## src/design/xzr_pkg.sv

```systemverilog
`timescale 1ns / 1ps
// ----------------------------------------------------------------------------
// xzr_pkg : shared types and constants for the zigzag polyphase resampler
// Sample widths, history ring geometry, the 7-phase by 29-tap coefficient
// table and the command structures passed to the multiply-accumulate unit.
// ----------------------------------------------------------------------------
package xzr_pkg;

   localparam int SAMPLE_W      = 16;
   localparam int HISTORY_DEPTH = 32;
   localparam int TAP_COUNT     = 29;
   localparam int PHASE_COUNT   = 7;
   localparam int SIX_STEPS     = 6;

   localparam int PTR_W   = $clog2(HISTORY_DEPTH);
   localparam int TAP_W   = $clog2(TAP_COUNT);
   localparam int PHASE_W = $clog2(PHASE_COUNT);
   localparam int SIX_W   = $clog2(SIX_STEPS + 1);

   // product, arithmetic shift and accumulator sizing
   localparam int PROD_W  = 2 * SAMPLE_W;
   localparam int SHIFT   = 15;
   localparam int TERM_W  = PROD_W - SHIFT;
   localparam int ACC_W   = TERM_W + $clog2(TAP_COUNT);

   typedef enum logic [2:0] {
      S_IDLE,
      S_RUN,
      S_DRAIN,
      S_LOAD,
      S_SEND
   } seq_state_type;

   // one tap of one channel issued to the MAC unit
   typedef struct packed {
      logic               valid;
      logic               chan;   // 0 left, 1 right
      logic               first;  // tap zero: restart the accumulator
      logic [PHASE_W-1:0] phase;
      logic [TAP_W-1:0]   tap;
   } mac_cmd_type;

   // control carried down the MAC pipeline
   typedef struct packed {
      logic valid;
      logic chan;
      logic first;
   } mac_stage_type;

   localparam logic signed [SAMPLE_W-1:0] COEF_TABLE [PHASE_COUNT][TAP_COUNT] = '{
      '{ 16'sh0000, 16'sh0000, 16'sh0000, 16'sh0000, 16'sh0000, -16'sh0002, 16'sh000A,
        -16'sh0022, 16'sh0041, -16'sh0054, 16'sh0034, 16'sh0009, -16'sh010A, 16'sh0400,
        -16'sh0A78, 16'sh234C, 16'sh6794, -16'sh1780, 16'sh0BCD, -16'sh0623, 16'sh0350,
        -16'sh016D, 16'sh006B, 16'sh000A, -16'sh0010, 16'sh0011, -16'sh0008, 16'sh0003,
        -16'sh0001 },
      '{ 16'sh0000, 16'sh0000, 16'sh0000, -16'sh0002, 16'sh0000, 16'sh0003, -16'sh0013,
         16'sh003C, -16'sh004B, 16'sh00A2, -16'sh00E3, 16'sh0132, -16'sh0043, -16'sh0267,
         16'sh0C9D, 16'sh74BB, -16'sh11B4, 16'sh09B8, -16'sh05BF, 16'sh0372, -16'sh01A8,
         16'sh00A6, -16'sh001B, 16'sh0005, 16'sh0006, -16'sh0008, 16'sh0003, -16'sh0001,
         16'sh0000 },
      '{ 16'sh0000, 16'sh0000, -16'sh0001, 16'sh0003, -16'sh0002, -16'sh0005, 16'sh001F,
        -16'sh004A, 16'sh00B3, -16'sh0192, 16'sh02B1, -16'sh039E, 16'sh04F8, -16'sh05A6,
         16'sh7939, -16'sh05A6, 16'sh04F8, -16'sh039E, 16'sh02B1, -16'sh0192, 16'sh00B3,
        -16'sh004A, 16'sh001F, -16'sh0005, -16'sh0002, 16'sh0003, -16'sh0001, 16'sh0000,
         16'sh0000 },
      '{ 16'sh0000, -16'sh0001, 16'sh0003, -16'sh0008, 16'sh0006, 16'sh0005, -16'sh001B,
         16'sh00A6, -16'sh01A8, 16'sh0372, -16'sh05BF, 16'sh09B8, -16'sh11B4, 16'sh74BB,
         16'sh0C9D, -16'sh0267, -16'sh0043, 16'sh0132, -16'sh00E3, 16'sh00A2, -16'sh004B,
         16'sh003C, -16'sh0013, 16'sh0003, 16'sh0000, -16'sh0002, 16'sh0000, 16'sh0000,
         16'sh0000 },
      '{-16'sh0001, 16'sh0003, -16'sh0008, 16'sh0011, -16'sh0010, 16'sh000A, 16'sh006B,
        -16'sh016D, 16'sh0350, -16'sh0623, 16'sh0BCD, -16'sh1780, 16'sh6794, 16'sh234C,
        -16'sh0A78, 16'sh0400, -16'sh010A, 16'sh0009, 16'sh0034, -16'sh0054, 16'sh0041,
        -16'sh0022, 16'sh000A, -16'sh0001, 16'sh0000, 16'sh0001, 16'sh0000, 16'sh0000,
         16'sh0000 },
      '{ 16'sh0002, -16'sh0008, 16'sh0010, -16'sh0023, 16'sh002B, 16'sh001A, -16'sh00EB,
         16'sh027B, -16'sh0548, 16'sh0AFA, -16'sh16FA, 16'sh53E0, 16'sh3C07, -16'sh1249,
         16'sh080E, -16'sh0347, 16'sh015B, -16'sh0044, -16'sh0017, 16'sh0046, -16'sh0023,
         16'sh0011, -16'sh0005, 16'sh0000, 16'sh0000, 16'sh0000, 16'sh0000, 16'sh0000,
         16'sh0000 },
      '{-16'sh0005, 16'sh0011, -16'sh0023, 16'sh0046, -16'sh0017, -16'sh0044, 16'sh015B,
        -16'sh0347, 16'sh080E, -16'sh1249, 16'sh3C07, 16'sh53E0, -16'sh16FA, 16'sh0AFA,
        -16'sh0548, 16'sh027B, -16'sh00EB, 16'sh001A, 16'sh002B, -16'sh0023, 16'sh0010,
        -16'sh0008, 16'sh0002, 16'sh0000, 16'sh0000, 16'sh0000, 16'sh0000, 16'sh0000,
         16'sh0000 }
   };

endpackage

```

## src/design/xzr_if.sv

```systemverilog
`timescale 1ns / 1ps
// ----------------------------------------------------------------------------
// xzr_if : stream interfaces of the zigzag polyphase resampler
// Input pair channel and filtered output pair channel, valid/ready each.
// ----------------------------------------------------------------------------
interface xzr_req_if;
   import xzr_pkg::*;

   logic                       valid;
   logic                       ready;
   logic signed [SAMPLE_W-1:0] left_sample;
   logic signed [SAMPLE_W-1:0] right_sample;

   modport source (output valid, output left_sample, output right_sample, input ready);
   modport sink   (input valid, input left_sample, input right_sample, output ready);
endinterface

interface xzr_rsp_if;
   import xzr_pkg::*;

   logic                       valid;
   logic                       ready;
   logic signed [SAMPLE_W-1:0] left_out;
   logic signed [SAMPLE_W-1:0] right_out;
   logic                       last_of_burst;

   modport source (output valid, output left_out, output right_out,
                   output last_of_burst, input ready);
   modport sink   (input valid, input left_out, input right_out,
                   input last_of_burst, output ready);
endinterface

```

## src/design/xa_zigzag_polyphase_resampler.sv

```systemverilog
`timescale 1ns / 1ps
// An input that does not complete a group of six is accepted and leaves the block ready.
// Every sixth input starts a burst: each output pair is summed on the shared
// multiplier for 29 taps x 2 channels, then drained, loaded and handed over,
// and a burst is 7 pairs or 14 pairs, as the rate mode selects.
// req.ready is low from burst start until the last pair has been taken.
// Reset (synchronous, active high) empties the history, clears pointer and mode and sets the counter to six.
// ----------------------------------------------------------------------------
// xa_zigzag_polyphase_resampler : stereo 29-tap 7-phase resampler
// Pushes each input pair into a 32-entry history ring and, on every sixth
// pair, runs the FIR over all phases through one shared MAC unit.
// ----------------------------------------------------------------------------
module xa_zigzag_polyphase_resampler (
   input  logic       clock,
   input  logic       reset,
   xzr_req_if.sink    req,
   xzr_rsp_if.source  rsp,
   input  logic       csr_wr_en,
   input  logic       csr_wr_data
);
   import xzr_pkg::*;

   seq_state_type       state_ff, state_in;
   logic [TAP_W-1:0]    tap_ff, tap_in;
   logic                chan_ff, chan_in;
   logic [PHASE_W-1:0]  phase_ff, phase_in;
   logic                pass_ff, pass_in;
   logic                drain_ff, drain_in;
   logic [PTR_W-1:0]    wp_ff, wp_in;
   logic [SIX_W-1:0]    six_ff, six_in;
   logic                rate_mode_ff;

   logic                       rsp_valid_ff, rsp_valid_in;
   logic signed [SAMPLE_W-1:0] rsp_left_ff, rsp_left_in;
   logic signed [SAMPLE_W-1:0] rsp_right_ff, rsp_right_in;
   logic                       rsp_last_ff, rsp_last_in;

   logic [2*SAMPLE_W-1:0] hist_mem [HISTORY_DEPTH];
   logic [HISTORY_DEPTH-1:0] hist_valid_ff;
   logic [2*SAMPLE_W-1:0] rd_ff;
   logic                  rd_ok_ff;
   logic                  mem_we;
   logic [PTR_W:0]        addr_sum;
   logic [PTR_W-1:0]      rd_addr;
   logic [PTR_W-1:0]      wp_next;

   mac_cmd_type                cmd;
   logic signed [SAMPLE_W-1:0] hist_left, hist_right;
   logic signed [SAMPLE_W-1:0] sat_left, sat_right;
   logic                       accept;

   assign accept    = req.valid && req.ready;
   assign req.ready = (state_ff == S_IDLE);

   // mode register
   always_ff @(posedge clock) begin
      if (reset) begin
         rate_mode_ff <= 1'b0;
      end else if (csr_wr_en) begin
         rate_mode_ff <= csr_wr_data;
      end
   end

   // ring addressing: tap i reads (pointer after push - i) mod depth
   always_comb begin
      addr_sum = {1'b0, wp_ff} + (PTR_W+1)'(HISTORY_DEPTH) - (PTR_W+1)'(tap_ff);
      if (addr_sum >= (PTR_W+1)'(HISTORY_DEPTH)) begin
         rd_addr = PTR_W'(addr_sum - (PTR_W+1)'(HISTORY_DEPTH));
      end else begin
         rd_addr = PTR_W'(addr_sum);
      end
      wp_next = (wp_ff == PTR_W'(HISTORY_DEPTH - 1)) ? '0 : wp_ff + 1'b1;
   end

   // history ring, one write and one registered read per cycle
   always_ff @(posedge clock) begin
      if (mem_we) begin
         hist_mem[wp_ff] <= {req.left_sample, req.right_sample};
      end
      rd_ff <= hist_mem[rd_addr];
   end

   // entries never written read as zero
   always_ff @(posedge clock) begin
      if (reset) begin
         hist_valid_ff <= '0;
         rd_ok_ff      <= 1'b0;
      end else begin
         if (mem_we) begin
            hist_valid_ff[wp_ff] <= 1'b1;
         end
         rd_ok_ff <= hist_valid_ff[rd_addr];
      end
   end

   assign hist_left  = rd_ok_ff ? rd_ff[2*SAMPLE_W-1:SAMPLE_W] : '0;
   assign hist_right = rd_ok_ff ? rd_ff[SAMPLE_W-1:0] : '0;

   xzr_mac_unit u_mac (
      .clock      (clock),
      .reset      (reset),
      .cmd        (cmd),
      .hist_left  (hist_left),
      .hist_right (hist_right),
      .sat_left   (sat_left),
      .sat_right  (sat_right)
   );

   // sequencer registers
   always_ff @(posedge clock) begin
      if (reset) begin
         state_ff     <= S_IDLE;
         tap_ff       <= '0;
         chan_ff      <= 1'b0;
         phase_ff     <= '0;
         pass_ff      <= 1'b0;
         drain_ff     <= 1'b0;
         wp_ff        <= '0;
         six_ff       <= SIX_W'(SIX_STEPS);
         rsp_valid_ff <= 1'b0;
      end else begin
         state_ff     <= state_in;
         tap_ff       <= tap_in;
         chan_ff      <= chan_in;
         phase_ff     <= phase_in;
         pass_ff      <= pass_in;
         drain_ff     <= drain_in;
         wp_ff        <= wp_in;
         six_ff       <= six_in;
         rsp_valid_ff <= rsp_valid_in;
      end
   end

   // output payload
   always_ff @(posedge clock) begin
      rsp_left_ff  <= rsp_left_in;
      rsp_right_ff <= rsp_right_in;
      rsp_last_ff  <= rsp_last_in;
   end

   // next state: push, tap sweep, drain, load, hand over
   always_comb begin
      state_in     = state_ff;
      tap_in       = tap_ff;
      chan_in      = chan_ff;
      phase_in     = phase_ff;
      pass_in      = pass_ff;
      drain_in     = drain_ff;
      wp_in        = wp_ff;
      six_in       = six_ff;
      rsp_valid_in = rsp_valid_ff;
      rsp_left_in  = rsp_left_ff;
      rsp_right_in = rsp_right_ff;
      rsp_last_in  = rsp_last_ff;
      mem_we       = 1'b0;
      cmd          = '0;

      case (state_ff)
         S_IDLE: begin
            if (accept) begin
               mem_we = 1'b1;
               wp_in  = wp_next;
               if (six_ff > SIX_W'(1)) begin
                  six_in = six_ff - 1'b1;
               end else begin
                  six_in   = SIX_W'(SIX_STEPS);
                  state_in = S_RUN;
                  tap_in   = '0;
                  chan_in  = 1'b0;
                  phase_in = '0;
                  pass_in  = 1'b0;
               end
            end
         end
         S_RUN: begin
            cmd.valid = 1'b1;
            cmd.chan  = chan_ff;
            cmd.first = (tap_ff == '0);
            cmd.phase = phase_ff;
            cmd.tap   = tap_ff;
            if (chan_ff) begin
               chan_in = 1'b0;
               if (tap_ff == TAP_W'(TAP_COUNT - 1)) begin
                  state_in = S_DRAIN;
                  drain_in = 1'b0;
               end else begin
                  tap_in = tap_ff + 1'b1;
               end
            end else begin
               chan_in = 1'b1;
            end
         end
         S_DRAIN: begin
            // wait, counted by drain_ff, for the last taps to reach the accumulators
            if (drain_ff) begin
               state_in = S_LOAD;
            end else begin
               drain_in = 1'b1;
            end
         end
         S_LOAD: begin
            rsp_valid_in = 1'b1;
            rsp_left_in  = sat_left;
            rsp_right_in = sat_right;
            rsp_last_in  = (phase_ff == PHASE_W'(PHASE_COUNT - 1)) &&
                           (pass_ff == rate_mode_ff);
            state_in     = S_SEND;
         end
         S_SEND: begin
            if (rsp.ready) begin
               rsp_valid_in = 1'b0;
               if (rsp_last_ff) begin
                  state_in = S_IDLE;
               end else begin
                  state_in = S_RUN;
                  tap_in   = '0;
                  chan_in  = 1'b0;
                  if (phase_ff == PHASE_W'(PHASE_COUNT - 1)) begin
                     phase_in = '0;
                     pass_in  = 1'b1;
                  end else begin
                     phase_in = phase_ff + 1'b1;
                  end
               end
            end
         end
         default: begin
            state_in = S_IDLE;
         end
      endcase
   end

   assign rsp.valid         = rsp_valid_ff;
   assign rsp.left_out      = rsp_left_ff;
   assign rsp.right_out     = rsp_right_ff;
   assign rsp.last_of_burst = rsp_last_ff;

   // no input is taken while a result is on offer
   a_no_accept_during_rsp: assert property (@(posedge clock) disable iff (reset)
      rsp.valid |-> !req.ready)
      else $error("input ready while result pending");

   // a push that does not close a group of six leaves the block ready
   a_plain_push_ready: assert property (@(posedge clock) disable iff (reset)
      (accept && six_ff > SIX_W'(1)) |=> req.ready)
      else $error("ready dropped after plain push");

   // the sixth push starts a burst
   a_burst_starts: assert property (@(posedge clock) disable iff (reset)
      (accept && six_ff == SIX_W'(1)) |=> (!req.ready && six_ff == SIX_W'(SIX_STEPS)))
      else $error("burst did not start");

   // the final pair of a burst returns the block to idle
   a_last_frees_input: assert property (@(posedge clock) disable iff (reset)
      (rsp.valid && rsp.ready && rsp.last_of_burst) |=> req.ready)
      else $error("block not idle after last pair");

   // the step counter stays in range
   a_six_range: assert property (@(posedge clock) disable iff (reset)
      (six_ff >= SIX_W'(1)) && (six_ff <= SIX_W'(SIX_STEPS)))
      else $error("step counter out of range");

endmodule

```

## src/design/xzr_mac_unit.sv

```systemverilog
`timescale 1ns / 1ps
// ----------------------------------------------------------------------------
// xzr_mac_unit : shared multiply-accumulate for the FIR taps
// One signed 16x16 multiplier used for every tap of both channels. Three
// stages: coefficient lookup, multiply, shift-and-accumulate. Saturated
// accumulator values are offered to the sequencer.
// ----------------------------------------------------------------------------
module xzr_mac_unit (
   input  logic                                clock,
   input  logic                                reset,
   input  xzr_pkg::mac_cmd_type                cmd,
   input  logic signed [xzr_pkg::SAMPLE_W-1:0] hist_left,
   input  logic signed [xzr_pkg::SAMPLE_W-1:0] hist_right,
   output logic signed [xzr_pkg::SAMPLE_W-1:0] sat_left,
   output logic signed [xzr_pkg::SAMPLE_W-1:0] sat_right
);
   import xzr_pkg::*;

   mac_stage_type              s1_ff, s2_ff;
   logic signed [SAMPLE_W-1:0] coef_ff;
   logic signed [SAMPLE_W-1:0] operand;
   logic signed [PROD_W-1:0]   prod_ff, prod_in;
   logic signed [ACC_W-1:0]    acc_left_ff, acc_right_ff;
   logic signed [ACC_W-1:0]    acc_base, acc_in;
   logic signed [ACC_W-1:0]    term;

   // stage control
   always_ff @(posedge clock) begin
      if (reset) begin
         s1_ff <= '0;
         s2_ff <= '0;
      end else begin
         s1_ff <= '{valid: cmd.valid, chan: cmd.chan, first: cmd.first};
         s2_ff <= s1_ff;
      end
   end

   // coefficient lookup, registered beside the history read
   always_ff @(posedge clock) begin
      coef_ff <= COEF_TABLE[cmd.phase][cmd.tap];
   end

   // multiply
   assign operand = s1_ff.chan ? hist_right : hist_left;
   assign prod_in = operand * coef_ff;

   always_ff @(posedge clock) begin
      prod_ff <= prod_in;
   end

   // shift right by 15 (floor), then accumulate into the selected channel
   assign term     = {{(ACC_W-TERM_W){prod_ff[PROD_W-1]}}, prod_ff[PROD_W-1:SHIFT]};
   assign acc_base = s2_ff.first ? '0 : (s2_ff.chan ? acc_right_ff : acc_left_ff);
   assign acc_in   = acc_base + term;

   always_ff @(posedge clock) begin
      if (s2_ff.valid) begin
         if (s2_ff.chan) begin
            acc_right_ff <= acc_in;
         end else begin
            acc_left_ff <= acc_in;
         end
      end
   end

   // clamp to 16 bits: upper bits must all match the sign
   function automatic logic signed [SAMPLE_W-1:0] clamp16(input logic signed [ACC_W-1:0] a);
      logic [ACC_W-SAMPLE_W:0] top;
      begin
         top = a[ACC_W-1:SAMPLE_W-1];
         if (top == '0 || top == '1) begin
            clamp16 = a[SAMPLE_W-1:0];
         end else if (a[ACC_W-1]) begin
            clamp16 = {1'b1, {(SAMPLE_W-1){1'b0}}};
         end else begin
            clamp16 = {1'b0, {(SAMPLE_W-1){1'b1}}};
         end
      end
   endfunction

   assign sat_left  = clamp16(acc_left_ff);
   assign sat_right = clamp16(acc_right_ff);

endmodule

```

## src/flat_wrapper.sv

```systemverilog
// flat-port wrapper written by rule: the top's interface ports become plain ports
module xa_zigzag_polyphase_resampler_flat import xzr_pkg::*;
  (clock, reset, csr_wr_en, csr_wr_data, req_valid, req_left_sample, req_right_sample, req_ready, rsp_valid, rsp_left_out, rsp_right_out, rsp_last_of_burst, rsp_ready);
  xzr_req_if req_i ();
  xzr_rsp_if rsp_i ();
  input  logic clock;
  input  logic reset;
  input  logic csr_wr_en;
  input  logic csr_wr_data;
  input wire logic [$bits(req_i.valid)-1:0] req_valid;
  input wire logic [$bits(req_i.left_sample)-1:0] req_left_sample;
  input wire logic [$bits(req_i.right_sample)-1:0] req_right_sample;
  output wire logic [$bits(req_i.ready)-1:0] req_ready;
  output wire logic [$bits(rsp_i.valid)-1:0] rsp_valid;
  output wire logic [$bits(rsp_i.left_out)-1:0] rsp_left_out;
  output wire logic [$bits(rsp_i.right_out)-1:0] rsp_right_out;
  output wire logic [$bits(rsp_i.last_of_burst)-1:0] rsp_last_of_burst;
  input wire logic [$bits(rsp_i.ready)-1:0] rsp_ready;
  assign req_i.valid = req_valid;
  assign req_i.left_sample = req_left_sample;
  assign req_i.right_sample = req_right_sample;
  assign req_ready = req_i.ready;
  assign rsp_valid = rsp_i.valid;
  assign rsp_left_out = rsp_i.left_out;
  assign rsp_right_out = rsp_i.right_out;
  assign rsp_last_of_burst = rsp_i.last_of_burst;
  assign rsp_i.ready = rsp_ready;
  xa_zigzag_polyphase_resampler u_core (.clock(clock), .reset(reset), .req(req_i), .rsp(rsp_i), .csr_wr_en(csr_wr_en), .csr_wr_data(csr_wr_data));
endmodule
```

## config.mk

```make
export PLATFORM = sky130hd
export DESIGN_NAME = xa_zigzag_polyphase_resampler_flat
export DESIGN_NICKNAME = d
export VERILOG_FILES = /design/src/design/xzr_pkg.sv /design/src/design/xzr_if.sv /design/src/design/xa_zigzag_polyphase_resampler.sv /design/src/design/xzr_mac_unit.sv /design/src/flat_wrapper.sv
export SDC_FILE = /design/constraint.sdc
export NUM_CORES = 2
export LEC_CHECK = 0
export ABC_AREA = 1
export BUFFER_PORTS_ARGS = -buffer_cell sky130_fd_sc_hd__clkbuf_2
export CAP_MARGIN = 25
export CORE_MARGIN = 3
export CORE_UTILIZATION = 40
export CTS_CLUSTER_DIAMETER = 100
export DETAILED_ROUTE_END_ITERATION = 8
export GPL_TIMING_DRIVEN = 0
export PLACE_DENSITY = 0.61
export SYNTH_ARGS = -nofsm -noshare
export SYNTH_HDL_FRONTEND = slang
export SYNTH_SLANG_ARGS = --single-unit
```

## constraint.sdc

```tcl
create_clock -name clock -period 11.05 [get_ports clock]
set_input_delay 1.6575 -clock clock [delete_from_list [all_inputs] [get_ports clock]]
set_output_delay 1.6575 -clock clock [all_outputs]
set_load 0.05 [all_outputs]
```

Yosys cells after proc, flatten, opt, wreduce, memory -nomap -nowiden
Memories as Yosys holds them, arrays and structs flattened. A register that Yosys moved wholly into a read port is not among the register bits.
Cells that the tools add are included.
{"block": "word_totals", "regBits": 188, "ramBits": 1024, "rom_bits": 3712, "out_inout_bits": 35, "memories": 2}
{"name": "(no name shown)", "words": 8, "word_bits": 464, "rd": 1, "rd_clocked_by_memory_dff": 0, "write_ports": 0, "line": "xzr_mac_unit.sv:40", "text": "coef_ff <= COEF_TABLE[cmd.phase][cmd.tap];"}
{"name": "u_core.hist_mem", "words": 32, "word_bits": 32, "rd": 1, "rd_clocked_by_memory_dff": 1, "write_ports": 1, "line": "xa_zigzag_polyphase_resampler.sv:38", "text": "logic [2*SAMPLE_W-1:0] hist_mem [HISTORY_DEPTH];"}
{"block": "classes", "n_addsub": 8, "multipliers": 1, "n_lt_le_gt_ge": 7, "eq_ne": 19, "mux": 62, "bitwise_logic": 5, "reduce_logical": 24}
{"cell": "$mux 464", "n": 2}
{"cell": "$mux 16", "n": 9}
{"cell": "$bmux 16 s5", "n": 1}
{"cell": "$mux 22", "n": 2}
{"cell": "$mux 5", "n": 8}
{"cell": "$mux 3", "n": 12}
{"cell": "$mul 16x16->32", "n": 1}
{"cell": "$or 32x32->32", "n": 1}
{"cell": "$add 22x17->22", "n": 1}
{"cell": "$mux 1", "n": 18}
{"cell": "$pmux 3 s5", "n": 1}
{"cell": "$pmux 5 s3", "n": 1}
{"cell": "$eq 7x7->1 const B", "n": 2}
{"cell": "$logic_not 7->1", "n": 2}
{"cell": "$ge 6x6->1 const B", "n": 2}
{"cell": "$lt 5x6->1 const B", "n": 2}
{"cell": "$reduce_and 6->1", "n": 2}
{"cell": "$mux 11", "n": 1}
{"cell": "$add 5x1->5 const B", "n": 2}
{"cell": "$eq 5x5->1 const B", "n": 2}
{"cell": "$ne 2x2->1 const B", "n": 5}
{"cell": "$reduce_and 5->1", "n": 2}
{"cell": "$ne 2x1->1 const B", "n": 4}
{"cell": "$reduce_and 2->1", "n": 4}
{"cell": "other kinds (29)", "n": 39}

Logic depth before layout (Yosys ltp)
{"block": "logic_depth", "depth_word": 9, "depth_mapped": 30}

Cells and area by module
A second synthesis with hierarchy kept.
{"block": "hier_totals", "cells_unflattened": 6108, "area_unflattened_um2": 62499.9}
{"mod": "xa_zigzag_polyphase_resampler", "instances": 1, "cells_per_inst": 3676, "area_per_inst_um2": 45248.4, "seq_area_each_um2": 33522.2}
{"mod": "xzr_mac_unit", "instances": 1, "cells_per_inst": 2432, "area_per_inst_um2": 17251.5, "seq_area_each_um2": 2102.0}

Worst setup path before layout
Ideal clock, no wire load.
{"block": "synth_path", "path_kind": "register to register", "from": "register u_core.rd_ok_ff", "to": "register u_core.u_mac.prod_ff[30]", "setup_ps": 112, "arrival_ps": 5864, "required_time_ps": 10938, "path_slack_ps": 5074, "stages_incl_launch_ff": 30, "path_buffers": 2, "period_less_slack_ps": 5976, "path_cell_list": "dfxtp_1 > clkbuf_1 > buf_1 > nand2_1 > nand2_1 > nand2_1 > inv_1 > nand2_1 > fa_1 > inv_1 > fa_1 > inv_1 > fa_1 > inv_1 > fa_1 > fa_1 > inv_1 > fa_1 > inv_1 > ha_1 > a21oi_1 > nor2_1 > nor2_1 > nor2_1 > nor2_1 > nor2_1 > nor3_1 > nand2_1 > nand2_1 > nand2_1"}
{"block": "synth_between", "elab_chain_len": 3}
{"element": "start: declaration", "line": "xa_zigzag_polyphase_resampler.sv:41", "text": "logic rd_ok_ff;"}
{"element": "start signal: assignment", "line": "xa_zigzag_polyphase_resampler.sv:92", "text": "rd_ok_ff <= hist_valid_ff[rd_addr];"}
{"element": "$mux 16, on equally long branches", "line": "xa_zigzag_polyphase_resampler.sv:96, xa_zigzag_polyphase_resampler.sv:97"}
{"element": "$mux 16 (*)", "line": "xzr_mac_unit.sv:44", "text": "assign operand = s1_ff.chan ? hist_right : hist_left;"}
{"element": "$mul 16x16->32 (*)", "line": "xzr_mac_unit.sv:45", "text": "assign prod_in = operand * coef_ff;"}
{"element": "via u_core.u_mac.prod_in[30]", "line": "xzr_mac_unit.sv:22", "text": "logic signed [PROD_W-1:0] prod_ff, prod_in;"}
{"element": "end signal: assignment", "line": "xzr_mac_unit.sv:48", "text": "prod_ff <= prod_in;"}
{"element": "end: declaration", "line": "xzr_mac_unit.sv:22"}
Mark *: on every way through the listed nets, which the timed path passes. The rest lies on a longest branch.
A chain may end at the register's enable or synchronous reset.

Worst setup path in the final report
Same ends and word-level chain as after synthesis.

==> results_dict.tcl <==
set metrics [dict create \
    yosysTopAreaCellShare_pct 53.8 \
    wl_per_cell_um 25.4 \
    grt_first_pass_wirelength_um 293000 \
    detail_route.first_pass.iterations 6 \
    critPathLaunch "u_core.rd_ok_ff" \
    fin_crit_ps 7560 \
    max_stage_delay_ps 550 \
    floorplan.initialDensity_pct 40.4 \
    fin_crit_sh_pct 68.4 \
    seq_area_mm2 0.0356 \
    antenna_found_initial 9 \
    cts_inserted_buffers 132 \
    hold_viol_final 0 \
    drt_iter0_drc 5254 \
    holdBufCountCts 0 \
    grt_pass1_vias 43661 \
    synth_largest_area_cell "edfxtp_1" \
    syn_area_per_cell_um2 11.2 \
    final_nets 6165 \
    grt.overflow.total 0 \
    drive_above_1_share_pct 7.87 \
    hpwl_um 146000 \
    clock_latency_ps 780 \
    final_common_cell "edfxtp_1" \
    place_congestion 0.978 \
    finalSetupTns_ps 0 \
    cts_resized 0 \
    r2r_slack_ps 3490 \
    min-delay-start "u_core.hist_valid_ff[7]" \
    postCtsSetupBuffers 0 \
    syn_to_final_growth_pct 13.4 \
    p_leak_uw 0.0266 \
    tritoncts "yes" \
    final_cell_mix "edfxtp_1 (1101), nor2_1 (743), nand2_1 (668)" \
    drt-total-wl_um 200000 \
    grt_usage_pct 25.2 \
    mappedNetlistNets 5914 \
    clock_skew_ps 45.2 \
    synthCells 5487 \
    setup_viol 0 \
    die_area_mm2 0.158 \
    crit_type "reg2reg" \
    ys_types 51 \
    worstPathArrival_ps 8190 \
    clockRootBuffer "clkbuf_16" \
    cp_slowest_cell "fa_1" \
    synthTopCellsByArea "edfxtp_1 (54%), fa_1 (8.6%), nor2_1 (4.7%), dfxtp_1 (4.2%), nand2_1 (4.1%)" \
    cp_max_fo 10 \
    fillCellCount 13963 \
    setup_slack_ps 3490 \
    start_kind "flop" \
    core_mm2 0.152 \
    run_status "finished, final reports clean" \
    rr_startpoint "u_core.rd_ok_ff" \
    yosysWarnings 0 \
    max-clock-path-buffers 3 \
    row_count 143 \
    fmax_mhz 132 \
    rsz0062_at_grt "false" \
    hold_depth 2 \
    antenna_left 0 \
    dieHeight_um 398 \
    synth_seq_cells 1229 \
    yosysSeqAreaShare_pct 57.9 \
    multi_input_comb_area_mm2 0.0230 \
    clk_pin_slew_ps 60 \
    max_cap_violations 0 \
    rr_endpoint "u_core.u_mac.prod_ff[30]" \
    worst_pin_slew_ps 1020 \
    io_buffers 72 \
    critPathRequiredTime_ps 11680 \
    holdPathEnd "u_core.hist_valid_ff[7]" \
    maxSlewHeadroom_pct 31.3 \
    syn_area_mm2 0.0615 \
    slew_violations 0 \
    reg2reg_depth 29 \
    crit_top_cell "nand2_1" \
    cts.sinks 1229 \
    vias 44472 \
    peakVddDrop_v 0.000164 \
    vias_per_cell 5.64 \
    pre_cts_ws_ps 3700 \
    hp-class "reg2reg" \
    cp-end-kind "flop" \
    die_w_um 398 \
    grt_max_degree 33 \
    drc 0 \
    h-tree-depth 4 \
    p_per_area_mw_per_mm2 230 \
    boundaryPins 73 \
]
## how the worst max path moves through the flow
stage                                to  cells after the start
2_1_floorplan  u_core.u_mac.prod_ff[30]                     29
3_3_place_gp   u_core.u_mac.prod_ff[30]                     29
3_5_place_dp   u_core.u_mac.prod_ff[30]                     29
4_1_cts        u_core.u_mac.prod_ff[30]                     29
5_1_grt        u_core.u_mac.prod_ff[30]                     29
6_report       u_core.u_mac.prod_ff[30]                     29
## cell families after synthesis
group | Yosys count | synth area share, %
AOI/OAI and AO/OA | 880 | 8.82
xor gates and xnor gates | 45 | 0.641
adders and majority gates | 389 | 11.1
buffers and inverters | 795 | 5.13
DFF | 1229 | 57.9
muxes | 191 | 3.11
and+or+nand+nor | 1958 | 13.2
## sequential cells by signal (all words and copies together), names as in the netlist, 3 cells and up
register / count
u_core.u_mac.acc_left_ff: 22
u_core.hist_valid_ff: 32
u_core.u_mac.acc_right_ff: 22
u_core.state_ff: 3
u_core.wp_ff: 5
u_core.u_mac.s1_ff: 3
u_core.u_mac.s2_ff: 3
u_core.tap_ff: 5
u_core.phase_ff: 3
u_core.hist_mem: 1024
u_core.u_mac.coef_ff: 16
u_core.rsp.left_out: 16
u_core.rd_ff: 32
u_core.six_ff: 3
u_core.u_mac.prod_ff: 17
u_core.rsp.right_out: 16
## area by class of cell
class / count / share of cell area [%]
diodes: 6 / 0.0215
plain buffers: 286 / 1.79
clock buffers: 174 / 5.13
clock inverters: 65 / 0.839
inverters: 509 / 2.74
multi-input cells: 3463 / 32.9
flip-flops and latches: 1229 / 51.1
well taps: 2030 / 3.64
repair buffers: 117 / 1.85
## through the flow
step	cells	util (%)	hold WS [ps]	area, um2	total power (uW)
floorplan	5487	-	388	61500	8980
global placement	7589	42.3	443	64400	11500
detailed placement	7633	43.1	442	65600	11700
CTS	7872	45.8	460	69700	15900
global route	7874	45.8	474	69800	16700
finish	7879	45.8	463	69800	16000
## layer usage
layer  part of all wire, %  vias to the layer above  wire length [um]  GRT usage [%]
li1                      -                    19683                 -              -
met5                0.0065                        -                13              0
met3                   9.0                      408             18100           4.43
met2                    45                     2239             89200           38.7
met1                    42                    22140             83900           35.4
met4                   4.6                        2              9180           10.6
## worst max-delay path: cells and delay by family, from the launching register on
family                     cells  cell delay [ps]
AOI/OAI and AO/OA              1              350
adders and majority gates      7             3340
buffers and inverters          8             1570
DFF                            1              380
and+or+nand+nor               13             1760
## where the power goes
part	switching [uW]	leakage, uW	internal, uW
Combinational	4660	0.0137	1730
Sequential	75.6	0.0110	5300
Clock	1850	0.00203	2400
## cell usage after synthesis (all sizes together)
master	count
inv	503
buf	112
a21boi	3
clkinv	6
nor3b	1
nand4	24
a211oi	4
o221ai	189
o21bai	9
a221oi	1
xor2	30
o211ai	78
ha	126
o22ai	2
mux2i	191
xnor2	15
or2	2
dfxtp	128
o311ai	1
o21a	2
nor3	18
nor4	6
nand3	408
and2	32
clkbuf	174
a31oi	8
o21ai	456
o32ai	6
fa	263
nor2	785
nand3b	3
a21oi	111
a21o	6
o31ai	2
edfxtp	1101
a22oi	2
nand2	679
Power figures use the tool's default switching activity.
